### src/rtl/vpsdc_pkg.sv
// Shared types and constants for the vector pair sum, dot and cosine block.
`timescale 1ns / 1ps
package vpsdc_pkg;

  localparam int MaxLen = 16;
  localparam int CntW = 7;
  localparam int DotW = 36;
  localparam int SqW = 35;
  localparam int RootW = 18;
  localparam int CosW = 16;
  localparam logic signed [DotW-1:0] DotMax = {1'b0, {(DotW-1){1'b1}}};
  localparam logic signed [DotW-1:0] DotMin = {1'b1, {(DotW-1){1'b0}}};
  localparam logic [SqW-1:0] SqMax = {SqW{1'b1}};
  localparam int SqrtSteps = 18;
  localparam int DivW = 51;
  localparam int QuoW = 51;

  typedef enum logic [2:0] {
    ST_IDLE,
    ST_MUL,
    ST_ACC,
    ST_SQRT,
    ST_DEN,
    ST_DIV,
    ST_OUT
  } vpsdc_state_t;

  typedef struct packed {
    logic load;
    logic mul;
    logic acc;
    logic sqrt_start;
    logic sqrt_step;
    logic den;
    logic div_start;
    logic div_step;
    logic finish;
  } vpsdc_cmd_t;

  typedef struct packed {
    logic is_last;
    logic sqrt_done;
    logic div_done;
    logic zero_norm;
  } vpsdc_stat_t;

endpackage

### src/rtl/vpsdc_ctrl.sv
// Controller state machine sequencing accumulate, root and divide steps.
`timescale 1ns / 1ps
module vpsdc_ctrl import vpsdc_pkg::*; (
  input  logic        clk,
  input  logic        rst,
  input  logic        in_valid,
  output logic        in_stall,
  output logic        out_valid,
  input  logic        out_stall,
  output vpsdc_cmd_t  cmd,
  input  vpsdc_stat_t stat
);

  vpsdc_state_t state, state_next;

  // Advance state
  always_ff @(posedge clk) begin
    if (rst) state <= ST_IDLE;
    else state <= state_next;
  end

  // Next state
  always_comb begin
    state_next = state;
    unique case (state)
      ST_IDLE: if (in_valid) state_next = ST_MUL;
      ST_MUL:  state_next = ST_ACC;
      ST_ACC:  state_next = stat.is_last ? ST_SQRT : ST_OUT;
      ST_SQRT: if (stat.sqrt_done) state_next = ST_DEN;
      ST_DEN:  state_next = stat.zero_norm ? ST_OUT : ST_DIV;
      ST_DIV:  if (stat.div_done) state_next = ST_OUT;
      ST_OUT:  if (!out_stall) state_next = ST_IDLE;
      default: state_next = ST_IDLE;
    endcase
  end

  // Drive commands
  always_comb begin
    cmd = '0;
    in_stall = 1'b1;
    out_valid = 1'b0;
    unique case (state)
      ST_IDLE: begin
        in_stall = 1'b0;
        cmd.load = in_valid;
      end
      ST_MUL: cmd.mul = 1'b1;
      ST_ACC: begin
        cmd.acc = 1'b1;
        cmd.sqrt_start = stat.is_last;
      end
      ST_SQRT: cmd.sqrt_step = 1'b1;
      ST_DEN: begin
        cmd.den = 1'b1;
        cmd.div_start = !stat.zero_norm;
      end
      ST_DIV: cmd.div_step = 1'b1;
      ST_OUT: begin
        out_valid = 1'b1;
        cmd.finish = !out_stall;
      end
      default: ;
    endcase
  end

endmodule

### src/rtl/vpsdc_dp.sv
// Datapath: products, saturating accumulators, two-lane root unit and divide unit.
`timescale 1ns / 1ps
module vpsdc_dp import vpsdc_pkg::*; (
  input  logic                    clk,
  input  logic                    rst,
  input  logic signed [15:0]      elem_a,
  input  logic signed [15:0]      elem_b,
  input  logic                    last,
  input  vpsdc_cmd_t              cmd,
  output vpsdc_stat_t             stat,
  output logic signed [16:0]      elem_sum,
  output logic signed [16:0]      elem_diff,
  output logic                    done_res,
  output logic signed [DotW-1:0]  dot,
  output logic [RootW-1:0]        norm_a,
  output logic [RootW-1:0]        norm_b,
  output logic signed [CosW-1:0]  cosine,
  output logic                    zero_norm,
  output logic                    over_length
);

  logic signed [15:0] a_reg, b_reg;
  logic last_reg;
  logic signed [31:0] p_ab;
  logic [31:0] p_aa, p_bb;
  logic [CntW-1:0] elem_count;
  logic signed [DotW-1:0] dot_acc;
  logic [SqW-1:0] sq_a, sq_b;
  logic length_error;
  logic signed [DotW+1:0] dot_sum;
  logic [SqW:0] sa_sum, sb_sum;
  logic acc_en;
  logic [SqW-1:0] sq_a_next, sq_b_next;
  // root units: remainder and scaled root, two lanes
  logic [SqW+1:0] rem_a, rem_b;
  logic [SqW+1:0] rt_a, rt_b;
  logic [4:0] sq_cnt;
  logic [SqW+1:0] bit_q;
  logic [SqW+1:0] try_a, try_b;
  logic [RootW-1:0] na, nb;
  logic [2*RootW-1:0] den;
  // divider
  logic neg;
  logic [DivW-1:0] num_mag, rem_d;
  logic [QuoW-1:0] quo;
  logic [5:0] div_cnt;
  logic [DivW:0] rem_sh;
  logic [QuoW-1:0] cos_mag;

  // Capture request, then form products, sum and difference
  always_ff @(posedge clk) begin
    if (cmd.load) begin
      a_reg <= elem_a;
      b_reg <= elem_b;
      last_reg <= last;
    end
    if (cmd.mul) begin
      p_ab <= a_reg * b_reg;
      p_aa <= 32'(a_reg * a_reg);
      p_bb <= 32'(b_reg * b_reg);
      elem_sum <= 17'(a_reg) + 17'(b_reg);
      elem_diff <= 17'(a_reg) - 17'(b_reg);
    end
  end

  assign dot_sum = (DotW+2)'(dot_acc) + (DotW+2)'(p_ab);
  assign sa_sum = (SqW+1)'(sq_a) + (SqW+1)'(p_aa);
  assign sb_sum = (SqW+1)'(sq_b) + (SqW+1)'(p_bb);
  assign acc_en = (elem_count < CntW'(MaxLen));
  assign sq_a_next = sa_sum[SqW] ? SqMax : sa_sum[SqW-1:0];
  assign sq_b_next = sb_sum[SqW] ? SqMax : sb_sum[SqW-1:0];

  // Accumulate with saturation; clear after a last request
  always_ff @(posedge clk) begin
    if (rst) begin
      elem_count <= '0;
      dot_acc <= '0;
      sq_a <= '0;
      sq_b <= '0;
      length_error <= 1'b0;
    end else if (cmd.finish && done_res) begin
      elem_count <= '0;
      dot_acc <= '0;
      sq_a <= '0;
      sq_b <= '0;
      length_error <= 1'b0;
    end else if (cmd.acc) begin
      if (acc_en) begin
        if (dot_sum > (DotW+2)'(DotMax)) dot_acc <= DotMax;
        else if (dot_sum < (DotW+2)'(DotMin)) dot_acc <= DotMin;
        else dot_acc <= dot_sum[DotW-1:0];
        sq_a <= sq_a_next;
        sq_b <= sq_b_next;
        elem_count <= elem_count + 1'b1;
      end else begin
        length_error <= 1'b1;
      end
    end
  end

  // Root step: one result bit per cycle per lane; start from the updated sums
  assign try_a = rem_a - (rt_a + bit_q);
  assign try_b = rem_b - (rt_b + bit_q);
  always_ff @(posedge clk) begin
    if (cmd.sqrt_start) begin
      rem_a <= (SqW+2)'(acc_en ? sq_a_next : sq_a);
      rem_b <= (SqW+2)'(acc_en ? sq_b_next : sq_b);
      rt_a <= '0;
      rt_b <= '0;
      bit_q <= (SqW+2)'(1) << (2*(SqrtSteps-1));
      sq_cnt <= '0;
    end else if (cmd.sqrt_step && sq_cnt != 5'(SqrtSteps)) begin
      if (rem_a >= rt_a + bit_q) begin
        rem_a <= try_a;
        rt_a <= (rt_a >> 1) + bit_q;
      end else rt_a <= rt_a >> 1;
      if (rem_b >= rt_b + bit_q) begin
        rem_b <= try_b;
        rt_b <= (rt_b >> 1) + bit_q;
      end else rt_b <= rt_b >> 1;
      bit_q <= bit_q >> 2;
      sq_cnt <= sq_cnt + 1'b1;
    end
  end
  assign na = rt_a[RootW-1:0];
  assign nb = rt_b[RootW-1:0];
  assign stat.sqrt_done = (sq_cnt == 5'(SqrtSteps));
  assign stat.zero_norm = (na == '0) || (nb == '0);
  assign stat.is_last = last_reg;

  // Denominator, then restoring divide one bit per cycle
  assign rem_sh = {rem_d, num_mag[DivW-1]};
  always_ff @(posedge clk) begin
    if (cmd.den) den <= na * nb;
    if (cmd.div_start) begin
      neg <= dot_acc[DotW-1];
      num_mag <= (dot_acc[DotW-1] ? -DivW'(dot_acc) : DivW'(dot_acc)) << 14;
      rem_d <= '0;
      quo <= '0;
      div_cnt <= '0;
    end else if (cmd.div_step && div_cnt != 6'(DivW)) begin
      num_mag <= num_mag << 1;
      if (rem_sh >= (DivW+1)'(den)) begin
        rem_d <= DivW'(rem_sh - (DivW+1)'(den));
        quo <= {quo[QuoW-2:0], 1'b1};
      end else begin
        rem_d <= rem_sh[DivW-1:0];
        quo <= {quo[QuoW-2:0], 1'b0};
      end
      div_cnt <= div_cnt + 1'b1;
    end
  end
  assign stat.div_done = (div_cnt == 6'(DivW));

  // Clamp and sign the quotient
  assign cos_mag = (quo > QuoW'(16384)) ? QuoW'(16384) : quo;
  always_comb begin
    done_res = last_reg;
    dot = '0;
    norm_a = '0;
    norm_b = '0;
    cosine = '0;
    zero_norm = 1'b0;
    over_length = 1'b0;
    if (last_reg) begin
      dot = dot_acc;
      norm_a = na;
      norm_b = nb;
      zero_norm = stat.zero_norm;
      over_length = length_error;
      if (!stat.zero_norm)
        cosine = neg ? -CosW'(cos_mag) : CosW'(cos_mag);
    end
  end

endmodule

### src/rtl/vector_pair_sum_dot_cosine.sv
// Top level of the vector pair sum, dot product and cosine block.
// Usage:
//   Input channel in_valid/in_stall carries one coordinate pair elem_a,
//   elem_b (signed Q8.8) and last. Output channel out_valid/out_stall
//   returns one result per request: sum, difference, and on the last
//   coordinate the dot product, both floor-root norms and Q1.14 cosine.
// Sequence:
//   A plain coordinate is multiplied, then accumulated, and its result is
//   then offered; once it is delivered, the block returns to idle and
//   the next request can be taken.
//   A last coordinate adds root iteration (one root bit per cycle, both
//   norms in parallel), the norm product and restoring division (one
//   quotient bit per cycle) unless a norm is zero. One request is in
//   flight at a time.
// Reset: rst clears the state machine, the element counter and the accumulators.
// Stall: the result holds on the output ports while out_stall is high and
//   no new request is taken until it is delivered.
`timescale 1ns / 1ps
module vector_pair_sum_dot_cosine import vpsdc_pkg::*; (
  input  logic                   clk,
  input  logic                   rst,
  input  logic                   in_valid,
  output logic                   in_stall,
  input  logic signed [15:0]     elem_a,
  input  logic signed [15:0]     elem_b,
  input  logic                   last,
  output logic                   out_valid,
  input  logic                   out_stall,
  output logic signed [16:0]     elem_sum,
  output logic signed [16:0]     elem_diff,
  output logic                   done_res,
  output logic signed [DotW-1:0] dot,
  output logic [RootW-1:0]       norm_a,
  output logic [RootW-1:0]       norm_b,
  output logic signed [CosW-1:0] cosine,
  output logic                   zero_norm,
  output logic                   over_length
);

  vpsdc_cmd_t  cmd;
  vpsdc_stat_t stat;

  vpsdc_ctrl u_ctrl (
    .clk, .rst, .in_valid, .in_stall, .out_valid, .out_stall, .cmd, .stat
  );

  vpsdc_dp u_dp (
    .clk, .rst, .elem_a, .elem_b, .last, .cmd, .stat, .elem_sum, .elem_diff,
    .done_res, .dot, .norm_a, .norm_b, .cosine, .zero_norm, .over_length
  );

endmodule

### config.mk
export PLATFORM = sky130hd
export DESIGN_NAME = vector_pair_sum_dot_cosine
export DESIGN_NICKNAME = d
export VERILOG_FILES = /design/src/rtl/vpsdc_pkg.sv /design/src/rtl/vpsdc_ctrl.sv /design/src/rtl/vpsdc_dp.sv /design/src/rtl/vector_pair_sum_dot_cosine.sv
export SDC_FILE = /design/constraint.sdc
export NUM_CORES = 2
export LEC_CHECK = 0
export ABC_AREA = 1
export BUFFER_PORTS_ARGS = -buffer_cell sky130_fd_sc_hd__clkbuf_2
export CAP_MARGIN = 10
export CELL_PAD_IN_SITES_DETAIL_PLACEMENT = 1
export CELL_PAD_IN_SITES_GLOBAL_PLACEMENT = 2
export CORE_ASPECT_RATIO = 0.8
export CORE_MARGIN = 1
export CORE_UTILIZATION = 30
export CTS_BUF_LIST = sky130_fd_sc_hd__clkbuf_4 sky130_fd_sc_hd__clkbuf_8
export DETAILED_ROUTE_END_ITERATION = 12
export GPL_TIMING_DRIVEN = 0
export HOLD_SLACK_MARGIN = 0.06
export PLACE_DENSITY = 0.71
export SLEW_MARGIN = 20
export SYNTH_ARGS = -nofsm -noshare
export SYNTH_HDL_FRONTEND = slang
export SYNTH_SLANG_ARGS = --single-unit
### constraint.sdc
create_clock -name clk -period 8.32 [get_ports clk]
set_input_delay 1.248 -clock clk [delete_from_list [all_inputs] [get_ports clk]]
set_output_delay 1.248 -clock clk [all_outputs]
set_load 0.005 [all_outputs]
# Word-level counts from Yosys, hierarchy flattened
# Cells that the tools add are included.
# word_totals
output_inout_bits	127
regBits	633
in_bits	37
elab_cells	132
# classes
n_reduce_logical	19
n_eq_ne	14
magnitude_cmp	7
muxes	44
bitwise	1
multipliers	4
add_sub_neg	17
# ops
op	n
two-way mux 37 bit	9
two-way mux 51 bit	3
two-way mux 35 bit	4
two-way mux 36 bit	3
multiplier 16 x 16 -> 32 bit	3
adder 36 x 35 -> 37 bit	2
adder 37 x 35 -> 37 bit	2
greater-or-equal comparator 37 bit	2
subtractor 37 bit	2
adder 35 x 32 -> 36 bit	2
two-way mux 16 bit	4
greater-or-equal comparator 52 x 36 -> 1 bit	1
> comparator 51 x 15 -> 1 bit, second input constant	1
subtractor 51 x 36 -> 51 bit	1
> comparator 38 x 36 -> 1 bit, second input constant	1
less-than comparator 38 x 36 -> 1 bit, second input constant	1
adder 36 x 32 -> 37 bit	1
negator 36 -> 37 bit	1
zero test 18 bit	2
multiplier 18 x 18 -> 36 bit	1
two-way mux 18 bit	2
case mux 3 bit (7 select lines)	1
adder 16 x 16 -> 17 bit	1
subtractor 16 x 16 -> 17 bit	1
other kinds (25)	55

# Depth between registers and ports, before layout
# depth
depth_word	6
ltp_mapped	30
ltp_nobuf	28

# Cells and area by module
# From an unflattened synthesis, not the netlist that was laid out.
# hier_totals
cells_unflattened	12363
hier_area_um2	89050.4
# modules_own_cells
module	area_per_inst_um2	cells_per_inst	seq_area_each_um2	n_inst
vpsdc_dp	88765.1	12311	15635.0	1
vpsdc_ctrl	285.3	52	60.1	1

# Worst setup path after synthesis
# No wires, ideal clock.
# synth_timing
path_kind	flip-flop to flip-flop
start	register u_ctrl.state[1]
end	register u_dp.elem_diff[0] (enable)
setup_slack_ns	1.938
synth_period_minus_slack_ns	6.382
required_ns	7.706
t_arrival_ns	5.768
stages_incl_launch_ff	4
path_buffers	0
setup_ns	0.614
cell_sequence	dfxtp_1 > inv_1 > nand2_1 > nor2_1
# synth_via
elab_chain_len	2
# synth_rtl
element	line	rtl
start: declaration	vpsdc_ctrl.sv:14	vpsdc_state_t state, state_next;
start signal: assignment	vpsdc_ctrl.sv:19	else state <= state_next;
equality test 3 x 1 -> 1 bit	vpsdc_ctrl.sv:42	unique case (state)
two-way mux 1 bit	vpsdc_ctrl.sv:42	
end signal: assignment	vpsdc_dp.sv:62	elem_diff <= 17'(a_reg) - 17'(b_reg);
end: declaration	vpsdc_dp.sv:12	output logic signed [16:0] elem_diff,
# Every way passes these cells.
# A chain may end at the register's enable or synchronous reset.

# Worst setup path in the final report
# layout_timing
start	register u_dp.b_reg[4]
end	register u_dp.p_bb[31] (data pin)
# layout_via
elab_chain_len	1
# layout_rtl
element	line	rtl
start: declaration	vpsdc_dp.sv:22	logic signed [15:0] a_reg, b_reg;
start signal: assignment	vpsdc_dp.sv:54	b_reg <= elem_b;
multiplier 16 x 16 -> 32 bit	vpsdc_dp.sv:60	p_bb <= 32'(b_reg * b_reg);
end signal: assignment	vpsdc_dp.sv:60	
end: declaration	vpsdc_dp.sv:25	logic [31:0] p_aa, p_bb;
# Every way passes these cells.

==> flow_metrics.py <==
metrics = {
    "placement": {
        "port_buffers": 163,
        "dp_hpwl_mm": 315.1,
        "place.gp.congestion": 0.9249,
        "dp_slack_ns": 0.2710,
    },
    "floorplan": {
        "die_w_um": 611.2,
        "row_count": 178,
        "ios": 164,
        "die_h_um": 489.3,
        "start_util": 0.3023,
        "die-area_um2": 299100,
        "coreArea_um2": 294700,
    },
    "timing": {
        "relSlewSlack": 0.1882,
        "fin_crit_ns": 7.844,
        "setup_violations": 0,
        "max_freq_mhz": 127.5,
        "final_hold_viol_count": 0,
        "fin_hold_ws_ns": 0.4517,
        "layout_setup_ws_ns": 0.4757,
        "rsz0062_at_grt": "false",
        "maxSlewViolCount": 0,
        "clock_skew_ns": 0.08354,
        "post-route-period-util": 0.9428,
        "tightest_slew_ns": 1.218,
    },
    "yosys": {
        "ys_warn_count": 0,
        "yosysUniqueCellTypes": 65,
        "netlist_instances": 12410,
        "async_flop_share": 0,
        "synth_edf_count": 308,
        "netlist_area_um2": 89060,
        "seq_area_frac_synth": 0.1762,
        "avgSynthCellArea_um2": 7.177,
        "synthFlopType": "dfxtp_1",
        "synth_fp_nets": 14140,
        "ys_ff_latch": 630,
    },
    "worst_setup_path": {
        "path_common_cell": "fa_1",
        "worstPathArrival_ns": 8.48,
        "critPathCaptureType": "register",
        "critPathMaxStageDelay_ns": 0.93,
        "critPathKind": "reg -> reg",
        "path_buf_inv": 5,
        "critPathMaxFanout": 10,
        "cp_slowest_cell": "fa_1",
        "path_delay_family": "adder cells",
        "cp-start-kind": "register",
        "path_cells": "clkbuf_1 -> clkbuf_1 -> nand2_1 -> fa_1 -> inv_1 -> fa_1 -> fa_1 -> fa_1 -> fa_1 -> inv_1 -> fa_1 -> inv_1 -> ha_1 -> a21oi_1 -> o21ai_0 -> a221oi_1 -> o211ai_1 -> xor2_1",
        "required_ns": 8.95,
    },
    "final_layout": {
        "num-nets-final": 14460,
        "largestRegisters": "u_dp.quo x51, u_dp.rem_d x51",
        "final_cell_mix": "2,932 x nand2_1, 2,745 x inv_1, 990 x nor2_1, 989 x fa_1, 704 x ha_1",
        "fin_util": 0.3328,
        "final_common_cell": "nand2_1",
        "areaGrowthSynthToFinish_pct": 10.10,
        "final_layout_size_suffix_gt1_frac": 0.04911,
    },
    "cts": {
        "cts_sinks": 630,
        "clockBufferDepth": 4,
        "cts_inserted_buffers": 138,
        "clk_latency_ns": 0.93,
        "post_cts_buffers": 0,
        "cts_hold_buf": 0,
        "root_buffer": "clkbuf_8",
        "h-tree-depth": 4,
        "clkTransAtPathRegs_ns": 0.06,
        "cts_tree": "built",
    },
    "route": {
        "dr_total_vias": 83210,
        "drt_pass1_iterations": 6,
        "wl_per_cell_um": 22.06,
        "wl_met1_mm": 185.8,
        "route.met3.wl_mm": 23.43,
        "viasPerCell": 4.955,
        "dr_wl_met2_mm": 154.8,
        "dr.first_iter.drc_count": 5919,
        "top_layer_used": "met4",
        "drtAntennaViolNets": 0,
        "drt_wl_total_mm": 370.4,
        "drc": 0,
    },
    "hold_path": {
        "min_path_type": "reg -> reg",
    },
    "grt": {
        "antenna_found_initial": 17,
        "grt_overflow_total": 0,
        "grt_start_max_net_pins": 47,
        "grt_first_pass_wirelength_mm": 557.0,
        "grt_usage": 0.2460,
        "first_global_vias": 88280,
    },
    "status": {
        "status": "finished clean",
    },
    "run": {
        "maxCapViolCount": 0,
    },
}
-- cells in the mapped netlist, drive strengths merged, types with 13 or more instances --
master / n / share of area
nand3: 503 / 0.029
fa: 989 / 0.22
a31oi: 80 / 0.0056
nand3b: 25 / 0.0021
nor2: 1007 / 0.043
or2: 50 / 0.0035
dfxtp: 322 / 0.072
clkbuf: 279 / 0.012
o211ai: 19 / 0.0016
a21o: 57 / 0.0048
a21oi: 642 / 0.036
ha: 704 / 0.099
buf: 105 / 0.0067
xor2: 247 / 0.024
a22oi: 52 / 0.0044
o21ai: 690 / 0.039
a211oi: 13 / 0.0011
inv: 2760 / 0.12
o21a: 13 / 0.0011
xnor2: 148 / 0.015
a21boi: 16 / 0.0013
o22ai: 31 / 0.0022
nor4: 55 / 0.0039
nand4: 115 / 0.0083
edfxtp: 308 / 0.10
o21bai: 72 / 0.0061
nor3: 108 / 0.0064
nand2: 2937 / 0.12
-- cells by family after synthesis --
group	Yosys count	synth area share
compound gates	1738	0.1084
flops	630	0.1762
simple gates	4809	0.2204
fa+ha+maj	1693	0.3212
xor+xnor	395	0.03884
buf+inv	3145	0.1349
-- tightest hold or removal path, stage by stage (launching register included) --
cell,delay [ns]
dfxtp_1,0.32
inv_1,0.05
nor2_1,0.04
-- worst paths after layout --
| check | start | to | slack, ns | cells past startpoint |
|---|---|---|---|---|
| min reg2reg | u_dp.elem_count[6] | u_dp.elem_count[6] | 0.45 | 2 |
| min | u_dp.elem_count[6] | u_dp.elem_count[6] | 0.45 | 2 |
| max reg2reg | u_dp.b_reg[4] | u_dp.p_bb[31] | 0.48 | 18 |
| max | u_dp.b_reg[4] | u_dp.p_bb[31] | 0.48 | 18 |
-- final cells by class --
| type | count | area (µm²) |
|---|---|---|
| inverter | 2761 | 10360 |
| multi-input combinational | 8635 | 61380 |
| clock buffer | 194 | 2445 |
| tap | 3960 | 4955 |
| fill | 36760 | 196600 |
| timing repair buffer | 179 | 1095 |
| clock inverter | 46 | 439.2 |
| buffer | 384 | 1678 |
| antenna | 4 | 10.01 |
| sequential | 630 | 15700 |
-- through the flow --
stage	cells	setup TNS [ns]	instance area [µm²]
after detailed placement	16550	0	95160
after global routing	16790	0	98060
after CTS	16790	0	98040
after global placement	16530	-157.73	94830
final	16790	0	98060
after floorplan	12410	0	89060
-- routing by layer --
metal | global-route usage | up-vias
met5 | 0 | -
met4 | 0.04178 | 0
met3 | 0.04106 | 294
met2 | 0.3721 | 1909
met1 | 0.3682 | 41880
li1 | - | 39120
-- what timing repair did --
item | CTS | global route
resized for setup | 0 | 4
setup endpoints to repair | 0 | 1
endpoints found under the hold margin | 0 | 0
Power is not shown: default switching activity piles up to over one toggle a cycle in this logic, so the estimate is an artifact.
